**src/rtl/ile_pkg.sv**
```systemverilog
// Shared types and codes for the indexed list engine.
`default_nettype none

package ile_pkg;

  // Request codes carried on req_type.
  typedef enum logic [2:0] {
    OP_APPEND   = 3'd0,
    OP_PUSH     = 3'd1,
    OP_INSERT   = 3'd2,
    OP_POP_TAIL = 3'd3,
    OP_POP_HEAD = 3'd4,
    OP_REMOVE   = 3'd5,
    OP_FIND     = 3'd6,
    OP_CLEAR    = 3'd7
  } op_t;

  // Result status codes.
  localparam logic [1:0] ST_OK   = 2'd0;
  localparam logic [1:0] ST_MISS = 2'd1;
  localparam logic [1:0] ST_FULL = 2'd2;

  // Commands broadcast to every cell of the chain in the same cycle.
  typedef struct packed {
    logic ins;    // open a gap at the target index and write the key there
    logic rem;    // close the gap at the target index and tap the old item
    logic fnd;    // load the compare flag from the key match
    logic shift;  // move flags and taps one cell toward the head
  } cell_ctrl_t;

endpackage

`default_nettype wire

```
**src/rtl/ile_cell.sv**
```systemverilog
// One storage cell of the list chain, with its scan flag and tap lane.
`default_nettype none

module ile_cell #(
  parameter int INDEX      = 0,
  parameter int CNT_W      = 5,
  parameter int ITEM_WIDTH = 32
) (
  input  wire                    clk,
  input  wire                    rst,
  input  ile_pkg::cell_ctrl_t    ctrl,
  input  wire  [CNT_W-1:0]       at,
  input  wire  [CNT_W-1:0]       count,
  input  wire  [ITEM_WIDTH-1:0]  key,
  input  wire  [ITEM_WIDTH-1:0]  left_data,
  input  wire  [ITEM_WIDTH-1:0]  right_data,
  input  wire                    right_flag,
  input  wire  [ITEM_WIDTH-1:0]  right_lane,
  output logic [ITEM_WIDTH-1:0]  data,
  output logic                   flag,
  output logic [ITEM_WIDTH-1:0]  lane
);

  localparam logic [CNT_W-1:0] MY_IDX = CNT_W'(INDEX);

  logic above_at;
  logic at_me;
  logic in_list;

  assign above_at = MY_IDX > at;
  assign at_me    = MY_IDX == at;
  assign in_list  = MY_IDX < count;

  // Stored item: key or left neighbor on insert, right neighbor on remove.
  always_ff @(posedge clk) begin
    if (ctrl.ins) begin
      if (above_at) begin
        data <= left_data;
      end else if (at_me) begin
        data <= key;
      end
    end else if (ctrl.rem) begin
      if (above_at || at_me) begin
        data <= right_data;
      end
    end
  end

  // Scan flag: marks the tapped cell or a match, then walks toward the head.
  always_ff @(posedge clk) begin
    if (rst) begin
      flag <= 1'b0;
    end else if (ctrl.rem) begin
      flag <= at_me;
    end else if (ctrl.fnd) begin
      flag <= in_list && (data == key);
    end else if (ctrl.shift) begin
      flag <= right_flag;
    end
  end

  // Tap lane: carries the removed item toward the head.
  always_ff @(posedge clk) begin
    if (ctrl.rem) begin
      lane <= data;
    end else if (ctrl.shift) begin
      lane <= right_lane;
    end
  end

endmodule

`default_nettype wire

```
**src/rtl/indexed_list_engine.sv**
```systemverilog
// Top level of the indexed list engine: request decode, count and scan control.
// Append, push, insert, clear and failed requests report in the cycle after acceptance.
// Pop, remove and find report after a scan of flags along the cell chain; the index
// it reaches is at most the length before the request minus one.
// Busy is high during the scan, so no new word is taken until the scan is over.
// Reset (synchronous) empties the list; the receiver cannot stall results.
`default_nettype none

module indexed_list_engine #(
  parameter int CAPACITY   = 16,
  parameter int ITEM_WIDTH = 32
) (
  input  wire         clk,
  input  wire         rst,
  input  wire         start,
  output logic        busy,
  input  wire  [2:0]  req_type,
  input  wire  [15:0] position,
  input  wire  [31:0] item_data,
  output logic        done,
  output logic [1:0]  status,
  output logic [31:0] item_out,
  output logic [3:0]  found_position,
  output logic [4:0]  list_length
);

  localparam int IDX_W = (CAPACITY > 1) ? $clog2(CAPACITY) : 1;
  localparam int CNT_W = $clog2(CAPACITY + 1);
  localparam logic [CNT_W-1:0] CAP_CNT = CNT_W'(CAPACITY);

  typedef enum logic [1:0] {
    S_IDLE = 2'b01,
    S_SCAN = 2'b10
  } state_t;

  state_t               state;
  logic [CNT_W-1:0]     count;
  logic [IDX_W-1:0]     scan_cnt;
  logic [IDX_W-1:0]     scan_last;
  logic                 scan_find;

  logic                 accept;
  logic [ITEM_WIDTH-1:0] key;
  ile_pkg::cell_ctrl_t  ctrl;
  logic [CNT_W-1:0]     at;
  logic [CNT_W-1:0]     count_next;
  logic                 imm_done;
  logic [1:0]           imm_status;
  logic                 go_scan;
  logic [IDX_W-1:0]     scan_last_next;
  logic                 scan_stop;
  logic [15:0]          count_wide;
  logic [CNT_W-1:0]     pos_clip;
  logic                 pos_in;

  logic [ITEM_WIDTH-1:0] data_w [CAPACITY];
  logic [ITEM_WIDTH-1:0] lane_w [CAPACITY];
  logic                  flag_w [CAPACITY];

  assign accept     = start && !busy;
  assign busy       = state == S_SCAN;
  assign key        = ITEM_WIDTH'(item_data);
  assign count_wide = 16'(count);
  assign pos_in     = position < count_wide;
  assign pos_clip   = pos_in ? CNT_W'(position) : count;
  assign scan_stop  = flag_w[0] || (scan_cnt == scan_last);

  // Request decode into chain commands and the next count.
  always_comb begin
    ctrl           = '0;
    at             = '0;
    count_next     = count;
    imm_done       = 1'b0;
    imm_status     = ile_pkg::ST_OK;
    go_scan        = 1'b0;
    scan_last_next = '0;
    if (accept) begin
      unique case (ile_pkg::op_t'(req_type))
        ile_pkg::OP_APPEND, ile_pkg::OP_PUSH, ile_pkg::OP_INSERT: begin
          imm_done = 1'b1;
          if (count == CAP_CNT) begin
            imm_status = ile_pkg::ST_FULL;
          end else begin
            ctrl.ins   = 1'b1;
            count_next = count + CNT_W'(1);
            if (ile_pkg::op_t'(req_type) == ile_pkg::OP_APPEND) begin
              at = count;
            end else if (ile_pkg::op_t'(req_type) == ile_pkg::OP_PUSH) begin
              at = '0;
            end else begin
              at = pos_clip;
            end
          end
        end
        ile_pkg::OP_POP_TAIL, ile_pkg::OP_POP_HEAD: begin
          if (count == '0) begin
            imm_done   = 1'b1;
            imm_status = ile_pkg::ST_MISS;
          end else begin
            ctrl.rem   = 1'b1;
            go_scan    = 1'b1;
            count_next = count - CNT_W'(1);
            if (ile_pkg::op_t'(req_type) == ile_pkg::OP_POP_TAIL) begin
              at = count - CNT_W'(1);
            end else begin
              at = '0;
            end
            scan_last_next = IDX_W'(at);
          end
        end
        ile_pkg::OP_REMOVE: begin
          if (!pos_in) begin
            imm_done   = 1'b1;
            imm_status = ile_pkg::ST_MISS;
          end else begin
            ctrl.rem       = 1'b1;
            go_scan        = 1'b1;
            count_next     = count - CNT_W'(1);
            at             = pos_clip;
            scan_last_next = IDX_W'(pos_clip);
          end
        end
        ile_pkg::OP_FIND: begin
          if (count == '0) begin
            imm_done   = 1'b1;
            imm_status = ile_pkg::ST_MISS;
          end else begin
            ctrl.fnd       = 1'b1;
            go_scan        = 1'b1;
            scan_last_next = IDX_W'(count - CNT_W'(1));
          end
        end
        ile_pkg::OP_CLEAR: begin
          imm_done   = 1'b1;
          count_next = '0;
        end
        default: begin
          imm_done = 1'b0;
        end
      endcase
    end else if (state == S_SCAN && !scan_stop) begin
      ctrl.shift = 1'b1;
    end
  end

  // Chain of cells; on insert or remove, data moves one cell in either direction.
  for (genvar i = 0; i < CAPACITY; i++) begin : g_cell
    logic [ITEM_WIDTH-1:0] left_d;
    logic [ITEM_WIDTH-1:0] right_d;
    logic [ITEM_WIDTH-1:0] right_l;
    logic                  right_f;
    if (i == 0) begin : g_head
      assign left_d = key;
    end else begin : g_mid
      assign left_d = data_w[i-1];
    end
    if (i == CAPACITY - 1) begin : g_tail
      assign right_d = '0;
      assign right_l = '0;
      assign right_f = 1'b0;
    end else begin : g_body
      assign right_d = data_w[i+1];
      assign right_l = lane_w[i+1];
      assign right_f = flag_w[i+1];
    end
    ile_cell #(
      .INDEX      (i),
      .CNT_W      (CNT_W),
      .ITEM_WIDTH (ITEM_WIDTH)
    ) u_cell (
      .clk        (clk),
      .rst        (rst),
      .ctrl       (ctrl),
      .at         (at),
      .count      (count),
      .key        (key),
      .left_data  (left_d),
      .right_data (right_d),
      .right_flag (right_f),
      .right_lane (right_l),
      .data       (data_w[i]),
      .flag       (flag_w[i]),
      .lane       (lane_w[i])
    );
  end

  // Control state: sequencer, count and scan position.
  always_ff @(posedge clk) begin
    if (rst) begin
      state    <= S_IDLE;
      count    <= '0;
      done     <= 1'b0;
      scan_cnt <= '0;
    end else begin
      count <= count_next;
      done  <= 1'b0;
      unique case (state)
        S_IDLE: begin
          scan_cnt <= '0;
          if (imm_done) begin
            done <= 1'b1;
          end
          if (go_scan) begin
            state <= S_SCAN;
          end
        end
        S_SCAN: begin
          if (scan_stop) begin
            done  <= 1'b1;
            state <= S_IDLE;
          end else begin
            scan_cnt <= scan_cnt + IDX_W'(1);
          end
        end
        default: begin
          state <= S_IDLE;
        end
      endcase
    end
  end

  // Scan bookkeeping captured when a request is taken.
  always_ff @(posedge clk) begin
    if (accept) begin
      scan_last <= scan_last_next;
      scan_find <= ile_pkg::op_t'(req_type) == ile_pkg::OP_FIND;
    end
  end

  // Result word registers.
  always_ff @(posedge clk) begin
    if (state == S_IDLE && imm_done) begin
      status         <= imm_status;
      item_out       <= '0;
      found_position <= '0;
      list_length    <= 5'(count_next);
    end else if (state == S_SCAN && scan_stop) begin
      status         <= flag_w[0] ? ile_pkg::ST_OK : ile_pkg::ST_MISS;
      item_out       <= (flag_w[0] && !scan_find) ? 32'(lane_w[0]) : '0;
      found_position <= (flag_w[0] && scan_find) ? 4'(scan_cnt) : '0;
      list_length    <= 5'(count);
    end
  end

  // A result never shows while a scan is still running.
  a_no_done_in_scan: assert property (@(posedge clk) disable iff (rst)
    busy |-> !done) else $error("result strobe during scan");

  // The length never exceeds the capacity.
  a_count_bound: assert property (@(posedge clk) disable iff (rst)
    count <= CAP_CNT) else $error("list length beyond capacity");

  // Every accepted request either reports at once or starts a scan.
  a_accept_progress: assert property (@(posedge clk) disable iff (rst)
    accept |=> (done || busy)) else $error("request dropped");

  // Status codes stay within the defined set.
  a_status_code: assert property (@(posedge clk) disable iff (rst)
    done |-> (status != 2'd3)) else $error("undefined status code");

endmodule

`default_nettype wire

```
**config.mk**
```make
export PLATFORM = sky130hd
export DESIGN_NAME = indexed_list_engine
export DESIGN_NICKNAME = d
export VERILOG_FILES = /design/src/rtl/ile_pkg.sv /design/src/rtl/ile_cell.sv /design/src/rtl/indexed_list_engine.sv
export SDC_FILE = /design/constraint.sdc
export NUM_CORES = 2
export LEC_CHECK = 0
export BUFFER_PORTS_ARGS = -buffer_cell sky130_fd_sc_hd__buf_4
export CAP_MARGIN = 20
export CORE_AREA = 3 3 443 445
export DETAILED_ROUTE_END_ITERATION = 16
export DIE_AREA = 0 0 446 448
export PLACE_DENSITY = 0.53
export SKIP_LAST_GASP = 1
export SYNTH_ARGS = -nofsm -noshare
export SYNTH_HDL_FRONTEND = slang
export SYNTH_SLANG_ARGS = --single-unit
```
**constraint.sdc**
```tcl
create_clock -name clk -period 17.7 [get_ports clk]
set_input_delay 0.885 -clock clk [delete_from_list [all_inputs] [get_ports clk]]
set_output_delay 0.885 -clock clk [all_outputs]
set_load 0.01 [all_outputs]
```
# == Word level (Yosys, flattened, before mapping) ==
# Index checks and enable logic that the tools add are counted.
# op_classes
magnitude_cmp,33
mux,213
eq_ne,61
reduce_logical,88
addsub,3
# ops
cell,count
two-way mux 32 bit,113
equality test 32 bit,16
two-way mux 5 bit,14
two-way mux 1 bit,64
"!= test 3 x 1 -> 1 bit, second input constant",16
AND reduction 3 bit,16
"equality test 4 x 5 -> 1 bit, first input constant",8
"greater-than comparator 4 x 5 -> 1 bit, first input constant",8
"< comparator 4 x 5 -> 1 bit, first input constant",8
nonzero test 2 bit,20
logical AND 1 bit,22
"equality test 3 x 5 -> 1 bit, first input constant",4
"greater-than comparator 3 x 5 -> 1 bit, first input constant",4
"< comparator 3 x 5 -> 1 bit, first input constant",4
two-way mux 4 bit,5
case mux 5 bit (4 select lines),1
logical OR 1 bit,17
< comparator 16 x 5 -> 1 bit,1
case mux 5 bit (3 select lines),1
"equality test 3 bit, second input constant",4
two-way mux 2 bit,6
case mux 4 bit (3 select lines),1
"equality test 2 x 5 -> 1 bit, first input constant",2
"greater-than comparator 1 x 5 -> 1 bit, first input constant",2
other kinds (29),41
# word_totals
word_cells,456
reg_bits,1100

# == Longest topological paths before layout ==
# depth
word_depth,12
mapped_depth,15
mapped_depth_nobuf,10

# == Hierarchy ==
# From an unflattened synthesis, not the netlist that was laid out.
# hier_totals
hier_cells,4538
area_unflattened_um2,57829.2
# modules_own_cells
mod,area_each_um2,cells_per_inst,instances
ile_cell (g_cell[14].u_cell ...),3432.0,263,2
ile_cell (g_cell[9].u_cell),3464.6,263,1
ile_cell (g_cell[13].u_cell),3462.1,265,1
ile_cell (g_cell[10].u_cell),3457.1,270,1
ile_cell (g_cell[8].u_cell),3443.3,265,1
ile_cell (g_cell[4].u_cell),3440.8,265,1
ile_cell (g_cell[11].u_cell),3439.5,264,1
ile_cell (g_cell[3].u_cell),3439.5,261,1
ile_cell (g_cell[2].u_cell),3429.5,263,1
ile_cell (g_cell[1].u_cell),3428.3,262,1
ile_cell (g_cell[5].u_cell),3424.5,270,1
ile_cell (g_cell[12].u_cell),3418.3,263,1
ile_cell (g_cell[7].u_cell),3413.3,261,1
ile_cell (g_cell[15].u_cell),3385.7,262,1
2 more rows,-,-,-

# == Worst setup path before layout ==
# OpenSTA, ideal clock, no wires.
# synth_path
kind,input to register
start,in position[1]
end,reg g_cell[0].u_cell.lane[0] (enable)
setup_ns,0.858
slack_ns,4.161
stages,7
arrival_time_ns,12.681
cell_sequence,ha_1 a2111o_1 a211oi_1 o21a_1 clkbuf_1 nor2_1 inv_1
# synth_between
elab_chain_cells,5
# synth_lines
item,line_no,source
from (decl),indexed_list_engine.sv:18,"input wire [15:0] position,"
< comparator 16 x 5 -> 1 bit,indexed_list_engine.sv:64,assign pos_in = position < count_wide;
two-way mux 1 bit,indexed_list_engine.sv:112,if (!pos_in) begin
case mux 1 bit (2 select lines),indexed_list_engine.sv:78,unique case (ile_pkg::op_t'(req_type))
two-way mux 3 bit,indexed_list_engine.sv:77,if (accept) begin
nonzero test 2 bit (no line),-,
to (signal assigned),ile_cell.sv:65,lane <= data;
to (signal assigned),ile_cell.sv:67,lane <= right_lane;
to (decl),ile_cell.sv:21,output logic [ITEM_WIDTH-1:0] lane
# Every way passes these cells.
# A chain may end at the register's enable or synchronous reset.

# == Worst setup path in the final report ==
# layout_path
start,reg count[4]
end,reg g_cell[9].u_cell.lane[26] (enable)
# layout_between
elab_chain_cells,5
word_cells_on_any_way,7
# layout_lines
item,line_no,source
from (decl),indexed_list_engine.sv:37,logic [CNT_W-1:0] count;
from (signal assigned),indexed_list_engine.sv:195,count <= count_next;
< comparator 16 x 5 -> 1 bit / zero test 5 bit (equally long branches),"indexed_list_engine.sv:64, indexed_list_engine.sv:96",
two-way mux 1 bit (on tied branches),"indexed_list_engine.sv:112, indexed_list_engine.sv:96",
case mux 1 bit (2 select lines) (*),indexed_list_engine.sv:78,
two-way mux 3 bit (*),indexed_list_engine.sv:77,
nonzero test 2 bit (no line) (*),-,
to (signal assigned),ile_cell.sv:65,
to (signal assigned),ile_cell.sv:67,
to (decl),ile_cell.sv:21,
# Every way passes the cells marked *; elsewhere a longest branch is shown, timed or not.

==> flow_metrics.env <==
export IMPL_cp_start_kind="flip-flop"
export IMPL_io_buffers=98
export IMPL_avgSynthCellArea_sq_um=9.687
export IMPL_power_mw=6.373
export IMPL_syn2layout_area_growth_pct=12.74
export IMPL_critPathRequiredTime_ns=18.08
export IMPL_cts_tree="done"
export IMPL_clock_sinks=1100
export IMPL_whs_endpoint="item_out[13]"
export IMPL_root_buffer="clkbuf_16"
export IMPL_relSlewSlack_pct=6.836
export IMPL_path_class="flip-flop to flip-flop"
export IMPL_utilization_pct=33.74
export IMPL_track_usage_pct=23.88
export IMPL_regToRegSetupSlack_ns=11.39
export IMPL_htreeDepth=3
export IMPL_crit_family="buffers and inverters"
export IMPL_slew_violations=0
export IMPL_yosys_warnings=0
export IMPL_yosys_register_bits=1100
export IMPL_dp_hpwl_mm=161.0
export IMPL_cp_slowest_stage_delay_ns=0.83
export IMPL_rr_worst_depth=11
export IMPL_seq_area_frac_synth_pct=56.20
export IMPL_io_pins=99
export IMPL_p_per_area_mw_per_mm2=98.10
export IMPL_p_comb_share_pct=8.9
export IMPL_hold_depth=2
export IMPL_switching_share_pct=26.19
export IMPL_synth_cell_types=73
export IMPL_grt_pass1_vias=44770
export IMPL_gp_congestion=0.9331
export IMPL_vdd_ir_drop_max_mv=0.07428
export IMPL_p_leak_nw=24.02
export IMPL_maxCapViolCount=0
export IMPL_ys_async_sr_fraction_pct=0
export IMPL_layout_commonest_cell="nand2_1"
export IMPL_crit_fanout=124
export IMPL_ys_flop_type="edfxtp_1"
export IMPL_post_drt_wl_per_cell_um=29.12
export IMPL_r2r_start="count[4]"
export IMPL_ant_nets=0
export IMPL_whs_ns=0.4492
export IMPL_min_path_type="flip-flop to flip-flop"
export IMPL_worst_path_buf_inv=5
export IMPL_dr_pass1_iters=8
export IMPL_post_place_ws_ns=11.44
export IMPL_syn_inst=5949
export IMPL_start_util_pct=29.93
export IMPL_hp_start="item_out[13]"
export IMPL_cp_slowest_cell="buf_4"
export IMPL_final_cell_mix="nand2_1 (2165), edfxtp_1 (1036), xor2_1 (276)"
export IMPL_die_y_um=448
export IMPL_finalCritPeriodShare_pct=35.63
export IMPL_post_cts_buffers=0
export IMPL_fin_setup_tns_ns=0
export IMPL_synth_edf_count=1036
export IMPL_overflow=0
export IMPL_netlist_area_sq_mm=0.05763
export IMPL_synth_area_leader_cell="edfxtp_1"
export IMPL_dp_cells=8185
export IMPL_worstMarginPinSlew_ns=1.397
export IMPL_r2r_end="g_cell[9].u_cell.lane[26]"
export IMPL_fin_ws_ns=11.39
export IMPL_clk_pin_slew_ns=0.06
export IMPL_grt_max_degree=227
export IMPL_max_freq_mhz=158.6
export IMPL_fin_skew_ns=0.02792
export IMPL_postCtsResizedCells=0
export IMPL_via_per_inst=5.636
export IMPL_num_rows=161
export IMPL_num_vias=47460
export IMPL_drive_gt1_share_pct=7.438
export IMPL_nets=5850
export IMPL_finalSetupViolCount=0
export IMPL_hold_viol=0
export IMPL_synth_top_cell_area_share_pct=53.98
export IMPL_cts_inserted_buffers=121
export IMPL_finalInstanceArea_sq_mm=0.06497
export IMPL_antenna_found_initial=12
export IMPL_clockPowerShare_pct=42.5
export IMPL_synth_nets=6014
export IMPL_rsz0062_at_grt="false"
export IMPL_initialDrtViolationCount=6927
export IMPL_wirelength_mm=245.2
export IMPL_grt_pass1_wl_mm=344.6
export IMPL_period_needed_ns=6.306
export IMPL_fin_cells=8421
export IMPL_synth_area_leaders="edfxtp_1 (54%), nand2_1 (14%), xor2_1 (4.2%)"
export IMPL_internal_power_mw=4.704
export IMPL_die_x_um=446
export IMPL_status="completed"
export IMPL_clockBufferDepth=3
export IMPL_core_area_sq_mm=0.1926
export IMPL_drc=0
export IMPL_power_frac_seq_pct=48.6
export IMPL_insertion_delay_ns=0.78
export IMPL_postCtsHoldBufs=0
export IMPL_crit_chain="clkinv_1 > ha_1 > nor4_1 > nand3_1 > a211oi_1 > buf_4 > o21a_4 > nor2_1 > inv_8 > buf_4 > buf_4"
export IMPL_cp_data_arrival_time_ns=6.69
export IMPL_p_switching_mw=1.669
export IMPL_placed_cell_area_sq_mm=0.06073
export IMPL_die_area_sq_mm=0.1998
export IMPL_cp_end_kind="flip-flop"
export IMPL_cp_common_cell="buf_4"
==> sequential cells by signal, indices dropped and copies added, names as in the netlist <==
name,cells
scan_cnt,4
item_out,32
g_cell.u_cell.lane,512
count,5
state,2
scan_last,4
g_cell.u_cell.data,512
list_length,5
scan_find,1
status,2
done,1
g_cell.u_cell.flag,16
found_position,4
==> area by class of cell <==
class	instances	area (sq um)
Fill cell	19710	127600
Sequential cell	1100	32390
Multi-Input combinational cell	4348	23540
Clock buffer	154	3296
Tap cell	2526	3161
Timing Repair Buffer	201	1644
Clock inverter	73	870.8
Inverter	13	56.30
Antenna cell	6	15.01
==> metal layers <==
layer	wire, um	GRT usage (%)	part of all wire (%)
met1	94470	31.06	39
met2	107700	36.20	44
met3	27580	6.508	11
met4	15470	12.69	6.3
met5	0	0	0
==> logic make-up (layout without fill, tap and decap cells) <==
| kind of cell | Yosys count | in the layout | synth area share, % |
|---|---|---|---|
| and+or+nand+nor | 2837 | 2837 | 20.44 |
| DFF | 1100 | 1100 | 56.20 |
| AOI/OAI and AO/OA | 854 | 854 | 9.629 |
| xor gates and xnor gates | 517 | 517 | 7.857 |
| buffers and inverters | 501 | 441 | 3.387 |
| muxes | 129 | 129 | 2.243 |
| adders and majority gates | 11 | 11 | 0.2388 |
| other | 0 | 6 | 0 |
==> cell usage after synthesis, drive strengths merged, types with 2 or more instances <==
cell,count
a2111oi,4
a211oi,5
a21boi,2
a21o,3
a21oi,176
a221o,66
a221oi,8
a22o,5
a22oi,5
a31o,3
a31oi,139
and2,70
and3,3
and4,2
buf,65
clkbuf,423
dfxtp,64
edfxtp,1036
ha,11
inv,12
mux2i,128
nand2,2165
nand2b,9
nand3,59
nand3b,4
nand4,147
nor2,208
nor2b,8
nor3,24
nor3b,4
nor4,122
nor4b,3
o2111ai,33
o211ai,161
o21a,4
o21ai,218
o221ai,2
o22ai,5
o2bb2ai,2
o31a,2
or2,3
or3,4
xnor2,241
xor2,276
==> how the worst max path moves through the flow <==
stage                     cells after the start        start  slack [ns]                        end
after detailed placement                     11     count[4]       11.44  g_cell[7].u_cell.lane[25]
after floorplan                               7  position[1]        4.16   g_cell[0].u_cell.lane[0]
after global placement                       11     count[4]       11.57  g_cell[7].u_cell.lane[22]
after global routing                         11     count[4]       10.95   g_cell[7].u_cell.lane[0]
final                                        11     count[4]       11.39  g_cell[9].u_cell.lane[26]
after CTS                                    11     count[4]       11.44  g_cell[9].u_cell.lane[30]
==> power by group through the flow <==
stage / clock [mW] / sequential, mW / combinational [mW]
floorplan: 0 / 3.08 / 0.353
global placement: 0 / 3.15 / 0.545
detailed placement: 0 / 3.15 / 0.551
CTS: 2.73 / 3.09 / 0.553
global route: 2.83 / 3.10 / 0.604
finish: 2.71 / 3.10 / 0.568
==> worst min-delay path: cells and delay by family (launching register included) <==
family	cells	cell delay (ns)
flops	1	0.31
simple gates	1	0.05
compound gates	1	0.05
Note: power is estimated with default switching activity, not from simulation.
